===== src/rtl/lhc_pkg.sv =====
// shared types and constants for the latency histogram counters
package lhc_pkg;

  // number of bin limit registers on the configuration port
  localparam int unsigned LIMIT_REGS = 7;
  localparam int unsigned CFG_IDX_W  = 3;
  localparam int unsigned CFG_DATA_W = 32;
  localparam int unsigned DUR_W      = 32;
  localparam int unsigned CNT_W      = 64;
  localparam int unsigned IDX_W      = 4;

  // reset values of the bin limits
  localparam logic [DUR_W-1:0] LIMIT_RESET [LIMIT_REGS] = '{
    32'd50000, 32'd100000, 32'd250000, 32'd500000,
    32'd1000000, 32'd2000000, 32'd5000000
  };

  // fixed positions in the snapshot sequence
  localparam logic [IDX_W-1:0] IDX_SAMPLE = 4'd0;
  localparam logic [IDX_W-1:0] IDX_TOTAL  = 4'd1;
  localparam logic [IDX_W-1:0] IDX_PEAK   = 4'd2;
  localparam logic [IDX_W-1:0] IDX_BIN0   = 4'd3;

  // input commands
  typedef enum logic [2:0] {
    CMD_RECORD   = 3'd0,
    CMD_TIMEOUT  = 3'd1,
    CMD_USER     = 3'd2,
    CMD_OVERFLOW = 3'd3,
    CMD_SNAPSHOT = 3'd4
  } cmd_e;

  // controller states
  typedef enum logic {
    ST_IDLE,
    ST_DUMP
  } state_e;

  typedef struct packed {
    logic [2:0]       command;
    logic [DUR_W-1:0] duration;
  } in_beat_t;

  typedef struct packed {
    logic [IDX_W-1:0] counter_index;
    logic [CNT_W-1:0] counter_value;
    logic             last;
  } out_beat_t;

  // controller to datapath
  typedef struct packed {
    logic             count_en;
    logic             load_en;
    logic [IDX_W-1:0] load_idx;
    logic             load_last;
  } ctrl_cmd_t;

  // datapath to controller
  typedef struct packed {
    logic slot_free;
  } dp_status_t;

endpackage


===== src/rtl/lhc_ctrl.sv =====
// controller: accepts input beats and sequences the snapshot readout
module lhc_ctrl import lhc_pkg::*; #(
  parameter int unsigned BIN_COUNT = 8
) (
  input  logic       clk_i,
  input  logic       rst_ni,
  input  logic       in_valid_i,
  input  logic [2:0] command_i,
  output logic       in_stall_o,
  input  dp_status_t status_i,
  output ctrl_cmd_t  cmd_o
);

  localparam int unsigned     NUM_RESULTS = 6 + BIN_COUNT;
  localparam logic [IDX_W-1:0] LAST_IDX   = IDX_W'(NUM_RESULTS - 1);

  state_e           state_q, state_d;
  logic [IDX_W-1:0] idx_q, idx_d;
  logic             accept;
  logic             is_snap;

  // state and readout index registers
  always_ff @(posedge clk_i or negedge rst_ni) begin
    if (!rst_ni) begin
      state_q <= ST_IDLE;
      idx_q   <= '0;
    end else begin
      state_q <= state_d;
      idx_q   <= idx_d;
    end
  end

  // input is held off for the whole readout
  assign in_stall_o = (state_q == ST_DUMP);

  assign is_snap = (cmd_e'(command_i) == CMD_SNAPSHOT);
  assign accept  = in_valid_i && !in_stall_o;

  // next state and commands
  always_comb begin
    state_d         = state_q;
    idx_d           = idx_q;
    cmd_o.count_en  = 1'b0;
    cmd_o.load_en   = 1'b0;
    cmd_o.load_idx  = idx_q;
    cmd_o.load_last = (idx_q == LAST_IDX);
    unique case (state_q)
      ST_IDLE: begin
        cmd_o.count_en = accept && !is_snap;
        if (accept && is_snap) begin
          state_d = ST_DUMP;
          idx_d   = '0;
        end
      end
      ST_DUMP: begin
        cmd_o.load_en = status_i.slot_free;
        if (status_i.slot_free) begin
          if (idx_q == LAST_IDX) begin
            state_d = ST_IDLE;
            idx_d   = '0;
          end else begin
            idx_d = idx_q + 1'b1;
          end
        end
      end
      default: begin
        state_d = ST_IDLE;
      end
    endcase
  end

endmodule


===== src/rtl/lhc_dp.sv =====
// datapath: limit registers, counters, bin select and output register
module lhc_dp import lhc_pkg::*; #(
  parameter int unsigned BIN_COUNT = 8
) (
  input  logic                  clk_i,
  input  logic                  rst_ni,
  input  logic                  cfg_we_i,
  input  logic [CFG_IDX_W-1:0]  cfg_index_i,
  input  logic [CFG_DATA_W-1:0] cfg_wdata_i,
  input  in_beat_t              in_beat_i,
  input  ctrl_cmd_t             cmd_i,
  output dp_status_t            status_o,
  input  logic                  out_stall_i,
  output logic                  out_valid_o,
  output out_beat_t             out_beat_o
);

  localparam int unsigned      BIN_W   = (BIN_COUNT > 1) ? $clog2(BIN_COUNT) : 1;
  localparam logic [IDX_W-1:0] TMO_IDX = IDX_W'(3 + BIN_COUNT);
  localparam logic [IDX_W-1:0] USR_IDX = IDX_W'(4 + BIN_COUNT);
  localparam logic [IDX_W-1:0] OVF_IDX = IDX_W'(5 + BIN_COUNT);

  logic [DUR_W-1:0] limit_q [LIMIT_REGS];
  logic [CNT_W-1:0] sample_q, total_q, timeout_q, user_q, ovf_q;
  logic [DUR_W-1:0] peak_q;
  logic [CNT_W-1:0] bin_q [BIN_COUNT];
  logic [BIN_W-1:0] bin_sel;
  logic [IDX_W-1:0] rel_idx;
  logic [CNT_W-1:0] snap_val;
  logic             out_valid_q;
  out_beat_t        out_q;

  // bin limit registers
  always_ff @(posedge clk_i or negedge rst_ni) begin
    if (!rst_ni) begin
      for (int i = 0; i < LIMIT_REGS; i++) begin
        limit_q[i] <= LIMIT_RESET[i];
      end
    end else if (cfg_we_i && (cfg_index_i < CFG_IDX_W'(LIMIT_REGS))) begin
      limit_q[cfg_index_i] <= cfg_wdata_i;
    end
  end

  // first bin whose limit covers the duration, last bin otherwise
  always_comb begin
    bin_sel = BIN_W'(BIN_COUNT - 1);
    for (int i = BIN_COUNT - 2; i >= 0; i--) begin
      if (in_beat_i.duration <= limit_q[i]) begin
        bin_sel = BIN_W'(i);
      end
    end
  end

  // statistics counters
  always_ff @(posedge clk_i or negedge rst_ni) begin
    if (!rst_ni) begin
      sample_q  <= '0;
      total_q   <= '0;
      peak_q    <= '0;
      timeout_q <= '0;
      user_q    <= '0;
      ovf_q     <= '0;
      for (int i = 0; i < BIN_COUNT; i++) begin
        bin_q[i] <= '0;
      end
    end else if (cmd_i.count_en) begin
      unique case (cmd_e'(in_beat_i.command))
        CMD_RECORD: begin
          sample_q       <= sample_q + 1'b1;
          total_q        <= total_q + {{(CNT_W-DUR_W){1'b0}}, in_beat_i.duration};
          bin_q[bin_sel] <= bin_q[bin_sel] + 1'b1;
          if (in_beat_i.duration > peak_q) begin
            peak_q <= in_beat_i.duration;
          end
        end
        CMD_TIMEOUT:  timeout_q <= timeout_q + 1'b1;
        CMD_USER:     user_q    <= user_q + 1'b1;
        CMD_OVERFLOW: ovf_q     <= ovf_q + 1'b1;
        default: ;
      endcase
    end
  end

  // snapshot counter select
  assign rel_idx = cmd_i.load_idx - IDX_BIN0;

  always_comb begin
    priority if (cmd_i.load_idx == IDX_SAMPLE) begin
      snap_val = sample_q;
    end else if (cmd_i.load_idx == IDX_TOTAL) begin
      snap_val = total_q;
    end else if (cmd_i.load_idx == IDX_PEAK) begin
      snap_val = {{(CNT_W-DUR_W){1'b0}}, peak_q};
    end else if (cmd_i.load_idx < TMO_IDX) begin
      snap_val = bin_q[rel_idx[BIN_W-1:0]];
    end else if (cmd_i.load_idx == TMO_IDX) begin
      snap_val = timeout_q;
    end else if (cmd_i.load_idx == USR_IDX) begin
      snap_val = user_q;
    end else if (cmd_i.load_idx == OVF_IDX) begin
      snap_val = ovf_q;
    end else begin
      snap_val = '0;
    end
  end

  // output beat register
  always_ff @(posedge clk_i or negedge rst_ni) begin
    if (!rst_ni) begin
      out_valid_q <= 1'b0;
    end else if (cmd_i.load_en) begin
      out_valid_q <= 1'b1;
    end else if (!out_stall_i) begin
      out_valid_q <= 1'b0;
    end
  end

  always_ff @(posedge clk_i) begin
    if (cmd_i.load_en) begin
      out_q.counter_index <= cmd_i.load_idx;
      out_q.counter_value <= snap_val;
      out_q.last          <= cmd_i.load_last;
    end
  end

  assign status_o.slot_free = !out_valid_q || !out_stall_i;
  assign out_valid_o        = out_valid_q;
  assign out_beat_o         = out_q;

endmodule


===== src/rtl/latency_histogram_counters_top.sv =====
// Record and event beats are accepted one per cycle; the input is never stalled while idle.
// A snapshot beat yields 6+BIN_COUNT output beats: the controller enters the dump state,
// loads the first counter into the output register and then one per cycle from the
// readout counter unless the output stalls. The input is stalled for the whole readout.
// Reset clears all counters, loads the default bin limits and leaves the output empty.
module latency_histogram_counters_top import lhc_pkg::*; #(
  parameter int unsigned BIN_COUNT = 8
) (
  input  logic                  clk_i,
  input  logic                  rst_ni,
  input  logic                  cfg_we_i,
  input  logic [CFG_IDX_W-1:0]  cfg_index_i,
  input  logic [CFG_DATA_W-1:0] cfg_wdata_i,
  input  logic                  in_valid_i,
  output logic                  in_stall_o,
  input  in_beat_t              in_beat_i,
  output logic                  out_valid_o,
  input  logic                  out_stall_i,
  output out_beat_t             out_beat_o
);

  localparam logic [IDX_W-1:0] LAST_IDX = IDX_W'(5 + BIN_COUNT);

  ctrl_cmd_t  ctrl_cmd;
  dp_status_t dp_status;

  // sequencing
  lhc_ctrl #(
    .BIN_COUNT (BIN_COUNT)
  ) u_ctrl (
    .clk_i      (clk_i),
    .rst_ni     (rst_ni),
    .in_valid_i (in_valid_i),
    .command_i  (in_beat_i.command),
    .in_stall_o (in_stall_o),
    .status_i   (dp_status),
    .cmd_o      (ctrl_cmd)
  );

  // counters and output
  lhc_dp #(
    .BIN_COUNT (BIN_COUNT)
  ) u_dp (
    .clk_i       (clk_i),
    .rst_ni      (rst_ni),
    .cfg_we_i    (cfg_we_i),
    .cfg_index_i (cfg_index_i),
    .cfg_wdata_i (cfg_wdata_i),
    .in_beat_i   (in_beat_i),
    .cmd_i       (ctrl_cmd),
    .status_o    (dp_status),
    .out_stall_i (out_stall_i),
    .out_valid_o (out_valid_o),
    .out_beat_o  (out_beat_o)
  );

  // the last marker sits only on the final counter
  assert property (@(posedge clk_i) disable iff (!rst_ni)
    out_valid_o |-> (out_beat_o.last == (out_beat_o.counter_index == LAST_IDX)))
    else $error("last marker does not match final counter index");

  // an accepted snapshot blocks the input on the next cycle
  assert property (@(posedge clk_i) disable iff (!rst_ni)
    (in_valid_i && !in_stall_o && (cmd_e'(in_beat_i.command) == CMD_SNAPSHOT))
      |=> in_stall_o)
    else $error("input not stalled after snapshot accept");

  // no counter update during a readout
  assert property (@(posedge clk_i) disable iff (!rst_ni)
    in_stall_o |-> !ctrl_cmd.count_en)
    else $error("counter update during snapshot readout");

  // a readout load never overwrites an unaccepted output beat
  assert property (@(posedge clk_i) disable iff (!rst_ni)
    (out_valid_o && out_stall_i) |-> !ctrl_cmd.load_en)
    else $error("output beat overwritten while stalled");

endmodule


===== config.mk =====
export PLATFORM = sky130hd
export DESIGN_NAME = latency_histogram_counters_top
export DESIGN_NICKNAME = d
export VERILOG_FILES = /design/src/rtl/lhc_pkg.sv /design/src/rtl/lhc_ctrl.sv /design/src/rtl/lhc_dp.sv /design/src/rtl/latency_histogram_counters_top.sv
export SDC_FILE = /design/constraint.sdc
export NUM_CORES = 2
export LEC_CHECK = 0
export BUFFER_PORTS_ARGS = -buffer_cell sky130_fd_sc_hd__buf_2
export CORE_MARGIN = 3
export CORE_UTILIZATION = 40
export DETAILED_ROUTE_END_ITERATION = 10
export GPL_TIMING_DRIVEN = 0
export REMOVE_ABC_BUFFERS = 1
export SLEW_MARGIN = 25
export SYNTH_ARGS = -nofsm -noshare
export SYNTH_HDL_FRONTEND = slang
export SYNTH_SLANG_ARGS = --single-unit

===== constraint.sdc =====
create_clock -name clk_i -period 5.5 [get_ports clk_i]
set_input_delay 0.55 -clock clk_i [delete_from_list [all_inputs] [get_ports clk_i]]
set_output_delay 0.55 -clock clk_i [all_outputs]
set_load 0.1 [all_outputs]

# After elaboration in Yosys (flattened, before gate mapping)

Cells that the tools add are included.

Add/sub/neg operators: 8
Magnitude comparators: 15
Equality and inequality tests: 12
Multiplexer cells: 38
Bitwise gates (word level): 4
Reductions and logical operators: 19

Operators with widths:

| kind                  | count |
|---|---|
| $mux 64               | 12 |
| $bwmux 512            | 1 |
| $bmux 64 s3           | 2 |
| $add 64x1->64 const B | 5 |
| $bwmux 224            | 1 |
| $le 32x32->1          | 7 |
| $demux 64 s3          | 1 |
| $demux 32 s3          | 1 |
| $add 64x32->64        | 1 |
| $gt 32x32->1          | 1 |
| $mux 32               | 1 |
| $mux 3                | 6 |
| $eq 4x4->1 const B    | 3 |
| $ge 4x4->1 const B    | 3 |
| $mux 4                | 3 |
| $not 3->4             | 3 |
| $reduce_and 2->1      | 5 |
| $lt 4x1->1 const B    | 2 |
| $mux 1                | 8 |
| $pmux 4 s2            | 1 |
| $eq 3x2->1 const B    | 2 |
| $logic_and 1x1->1     | 6 |
| $ne 2x1->1 const B    | 3 |
| $add 4x1->4 const B   | 1 |
| 14 further kinds      | 17 |

Register bits: 1163
Input port bits: 75
Output and inout bits: 71

# Longest topological paths before layout

Depth after elaboration: 14
Mapped depth: 25
Gate-level depth less buffers: 21

# By module

Synthesis repeated with hierarchy kept, for this count alone.

Cell total of the unflattened synthesis: 6604
Area total of the unflattened synthesis: 63596.0 µm²

By module, submodules not included:

| module   | instances | cells an instance | area each (µm²) |
|---|---|---|---|
| lhc_dp   | 1         | 6570              | 63286.9 |
| lhc_ctrl | 1         | 34                | 309.0 |

# Worst setup path after synthesis

Ideal clock, no wire load.

Kind: input to register
From: input in_beat_i[0] (netlist bit)
To: register u_dp.bin_q[148] (netlist bit)
Library setup time: 0.139 ns
Arrival time: 5.134 ns
Path slack: 0.227 ns
Stages: 21
Path buffers: 2
Path through: inv_1 > ha_1 > nand4_1 > or4_1 > o21bai_1 > o22ai_1 > or2_1 > nand2_1 > o211a_4 > nor2_2 > buf_4 > a221oi_2 > ha_1 > inv_1 > or4_1 > nand3b_4 > or2_2 > buf_2 > nor3_1 > xor2_1 > o21ai_0

Word-level cells in the longest chain between the ends: 14
Elaborated cells on any way between the ends: 25
Classes of those cells: 1 x add/sub; 9 x order compare; 13 x mux; 1 x bitwise; 1 x reduce/logical

RTL lines:

| item                                                                      | RTL line                             | source |
|---|---|---|
| from (decl)                                                               | latency_histogram_counters_top.sv:16 | `input in_beat_t in_beat_i,` |
| $le 32x32->1                                                              | lhc_dp.sv:48                         | `if (in_beat_i.duration <= limit_q[i]) begin` |
| $mux 1                                                                    | lhc_dp.sv:48                         |  |
| $mux 3 (5 in series)                                                      | lhc_dp.sv:48                         |  |
| $mux 3 *                                                                  | lhc_dp.sv:48                         |  |
| $not 3->4 (implied by the code) *                                         | lhc_dp.sv:71                         | `bin_q[bin_sel] <= bin_q[bin_sel] + 1'b1;` |
| $bmux 64 s3, or another cell as far along                                 | lhc_dp.sv:71                         |  |
| $mux 64 (implied by the code) / $logic_and 1x1->1 (equally long branches) | lhc_dp.sv:71                         |  |
| $mux 64 (implied by the code)                                             | lhc_dp.sv:71                         |  |
| $add 64x1->64 / $demux 64 s3 (equally long branches)                      | lhc_dp.sv:71                         |  |
| $bwmux 512 *                                                              | lhc_dp.sv:71                         |  |
| to (signal, indexed assignment)                                           | lhc_dp.sv:71                         |  |
| to (decl)                                                                 | lhc_dp.sv:26                         | `logic [CNT_W-1:0] bin_q [BIN_COUNT];` |

Every way passes the cells marked *; elsewhere a longest branch is shown, timed or not. The select of a mux whose other input is x is not followed.
A chain may end at the register's enable or synchronous reset.

# Worst setup path after layout

From: register u_dp.limit_q[155] (netlist bit)
To: register u_dp.bin_q[126] (netlist bit)

Word-level cells in the longest chain between the ends: 10
Elaborated cells on any way between the ends: 15
Classes of those cells: 1 x add/sub; 3 x order compare; 9 x mux; 1 x bitwise; 1 x reduce/logical

RTL lines:

| item                                                                      | RTL line     | source |
|---|---|---|
| from (decl)                                                               | lhc_dp.sv:23 | `logic [DUR_W-1:0] limit_q [LIMIT_REGS];` |
| from (signal, indexed assignment)                                         | lhc_dp.sv:37 | `limit_q[i] <= LIMIT_RESET[i];` |
| from (signal, indexed assignment)                                         | lhc_dp.sv:40 | `limit_q[cfg_index_i] <= cfg_wdata_i;` |
| $le 32x32->1 *                                                            | lhc_dp.sv:48 |  |
| $mux 3 * (3 in series)                                                    | lhc_dp.sv:48 |  |
| $not 3->4 (implied by the code) *                                         | lhc_dp.sv:71 |  |
| $bmux 64 s3, or another cell as far along                                 | lhc_dp.sv:71 |  |
| $mux 64 (implied by the code) / $logic_and 1x1->1 (equally long branches) | lhc_dp.sv:71 |  |
| $mux 64 (implied by the code)                                             | lhc_dp.sv:71 |  |
| $add 64x1->64 / $demux 64 s3 (equally long branches)                      | lhc_dp.sv:71 |  |
| $bwmux 512 *                                                              | lhc_dp.sv:71 |  |

Marked as above.

==> impl_results.md <==
* RSZ-0062 raised after global routing: true
* Post-route ant nets at 0
* Final setup violation count at 357
* Yosys warnings at 0
* Startpoint types: register
* R2r setup slk at -0.40 ns
* # IOs at 146
* Mapped cell area at 63240 µm²
* Clock tree from TritonCTS: yes
* Post-detail-place hpwl at 133200 µm
* Most used flip-flop cell after synthesis: dfrtp_1
* Max-slew headroom at 15.53%
* Final #Nets at 7075
* Crit path capture type: register
* Port Buffer Count at 145
* CP max stage cell: and4bb_4
* Grt ovf at 0
* DRC at 0
* Pre-CTS setup slack at -3.307 ns
* CTS Root Cell: clkbuf_16
* Setup ws final at -0.3968 ns
* Pre-antenna DRT Iters at 8
* Die area at 162900 µm²
* Worst-margin pin slew at 1.259 ns
* Max cap viols at 0
* Effective utilization at floorplan at 40.39%
* Adder-Cell Fraction of Synth Area at 5.908%
* Outcome: complete, but fails checks
* Async SR Flop Fraction at 94.07%
* Failing checks: setup timing
* Synth Area in XOR/XNOR at 5.225%
* Vias at 50780
* GPL Wtd Cong at 0.8437
* Ant. Diodes at 0
* Crit-path max FO at 7
* Worst vdd ir at 0.4459 mV
* DR iter-0 viols at 4559
* Worst hold path class: in2reg
* Sequential fraction of the synthesis area at 46.66%
* Final Critical Period at 5.897 ns
* Final Hold Fails at 0
* Worst-path cell chain: inv_1, ha_1, nand4_1, nor3_1, a2111oi_4, nand2_1, and4bb_4, or3_4, buf_4, buf_4, nor3_1, o31ai_1, o211ai_1, nor4_4, nand4b_1, buf_4, nor4_4, buf_6, nor2b_4, buf_12, nor4b_4, xor2_2, buf_4, o21ai_1
* First-pass GRT wire length at 305400 µm
* Largest net degree at the start of global routing at 122
* Worst-path clk slew at 0.06 ns
* Share of cells above drive strength 1 at 18.27%
* Hold_ws at 0.06151 ns
* PD cells at 461.5 nW/µm²
* Post-synthesis mux area share at 7.821%
* CTS sink count at 1163
* H-tree depth at 4
* Core Region at 156600 µm²
* Cell with the most instances after synthesis: nand2_1
* Critical path buffers and inverters at 7
* Worst EP required at 6.16 ns
* Clock Latency Late Sink at 0.79 ns
* Synth area leader: dfrtp_1
* Cts bufs inserted at 133
* Most instantiated cells after synthesis: nand2_1 (1114), dfrtp_1 (1046), o21ai_0 (758), inv_1 (333), ha_1 (297)
* Die Wd at 403.6 µm
* Slowest stage delay, CP at 0.52 ns
* Total Wirelength at 200300 µm
* Max-slew violation count at 0
* Combinational family with the most area after synthesis: compound AO/OA/AOI/OAI gates
* Leakage power at 32.93 nW
* Vias/cell at 5.730
* CP most frequent cell: buf_4
* Worst Skew at 0.04548 ns
* Post-synthesis simple-gate area fraction at 14.74%
* Power Total at 34.76 mW
* Fin crit share at 107.2%
* Drt wl/cell at 22.60 µm
* Syn Inst Count at 6458
* Row cnt at 145
* Clock buffer depth at 3
* Total Routing Usage GR at 24.27%
* CP Class: reg2reg
* Syn_area_per_cell at 9.793 µm²
* Initial antenna violation count at 10
* Seq cells post-synth at 1163
* Top-area cell type share of the netlist area at 41.39%
* Peak Freq at 0.1696 GHz
* Die Span Y at 403.6 µm
* Synth Area in Compound Gates at 15.45%
* Worst path top cell family by delay: simple AND/OR/NAND/NOR gates
* Distinct cells, synth at 98
* Layout fillers at 14220
* EDFF count, synth at 69
* Synth top area cells: dfrtp_1 (41%), nand2_1 (6.6%), o21ai_0 (6.0%)
* Area Growth Syn to Fin at 19.09%
* Critical path arrival at 6.56 ns
* Number of global-route vias before repair at 49910
sequential cells by signal, summed over array words and instances (netlist names):
signal             cells
u_dp.peak_q           32
u_dp.timeout_q        64
u_dp.ovf_q            64
u_dp.limit_q         224
u_dp.out_beat_o       69
u_ctrl.idx_q           4
u_dp.sample_q         64
u_dp.total_q          64
u_ctrl.in_stall_o      1
u_dp.user_q           64
u_dp.out_valid_o       1
u_dp.bin_q           512
cell usage in the layout (no fill, tap or decap), types with 93 or more instances in the layout:
cell type,instances
a211oi_1,132
a21oi_1,166
buf_2,148
buf_4,170
clkbuf_16,139
dfrtp_1,1045
ha_1,289
inv_1,330
mux2_2,145
mux4_2,128
nand2_1,1097
nand3_1,149
nand4_1,101
nor2_1,223
nor3_1,93
o21ai_0,699
o21ai_1,110
xnor2_1,225
xor2_1,104
repair_timing:
action	CTS	global route
gates cloned	10	4
pin swaps	123	72
hold buffers	2	0
buffers inserted	136	41
hold endpoints to repair	60	0
setup endpoints to repair	508	473
resized for setup	249	101
where the power goes:
part           internal (mW)  switching [mW]
combinational           5.17            9.75
clock                   5.04            3.81
sequential              10.1           0.881
total                   20.3            14.4
metal layers:
layer | GRT usage [%] | wire length, µm | up-vias
met4 | 9.074 | 7489 | 6
met1 | 34.02 | 88450 | 25210
li1 | - | - | 23400
met2 | 37.65 | 90070 | 1767
met3 | 4.290 | 14280 | 393
met5 | 0 | 40 | -
cells by family (layout without fill, tap and decap cells):
kind of cell,after synthesis,after routing
buf+inv,683,1022
mux,316,316
simple gates,2030,2036
fa+ha+maj,298,298
compound gates,1595,1597
xor+xnor,373,373
flops,1163,1163
stage by stage:
step           utilization [%]  setup TNS [ns]  std cells  instance area [µm²]
2_1_floorplan                -        -1241.84       6108                61840
3_3_place_gp             41.60               -       8311                65140
3_5_place_dp             43.20        -1339.46       8437                67630
4_1_cts                  47.58          -61.97       8821                74490
5_1_grt                  48.10         -128.32       8863                75320
6_report                 48.10          -68.07       8863                75320
path summary, 6_finish.rpt:
check	startpoint	end	depth (start not counted)
min in group asynchronous	rst_ni	u_dp.limit_q[20]$_DFFE_PN0P_	2
worst min-delay path	in_beat_i[0]	u_dp.peak_q[0]$_DFFE_PN0P_	2
worst max-delay path	u_dp.limit_q[155]$_DFFE_PN0P_	u_dp.bin_q[126]$_DFFE_PN0P_	24
max in group asynchronous	rst_ni	u_dp.bin_q[494]$_DFFE_PN0P_	5
worst min register to register	u_dp.sample_q[63]$_DFFE_PN0P_	u_dp.sample_q[63]$_DFFE_PN0P_	1
worst max register to register	u_dp.limit_q[155]$_DFFE_PN0P_	u_dp.bin_q[126]$_DFFE_PN0P_	24
cell type report:
cell class	count	area [µm²]	area share (%)
clock buffers	195	3854	5.117
repair buffers	451	4647	6.170
clock inverters	43	444.2	0.5897
multi-input cells	4620	33030	43.86
inverters	333	1250	1.660
flip-flops and latches	1163	29510	39.18
well taps	2058	2575	3.419
Note: power is estimated with default switching activity, not from simulation.
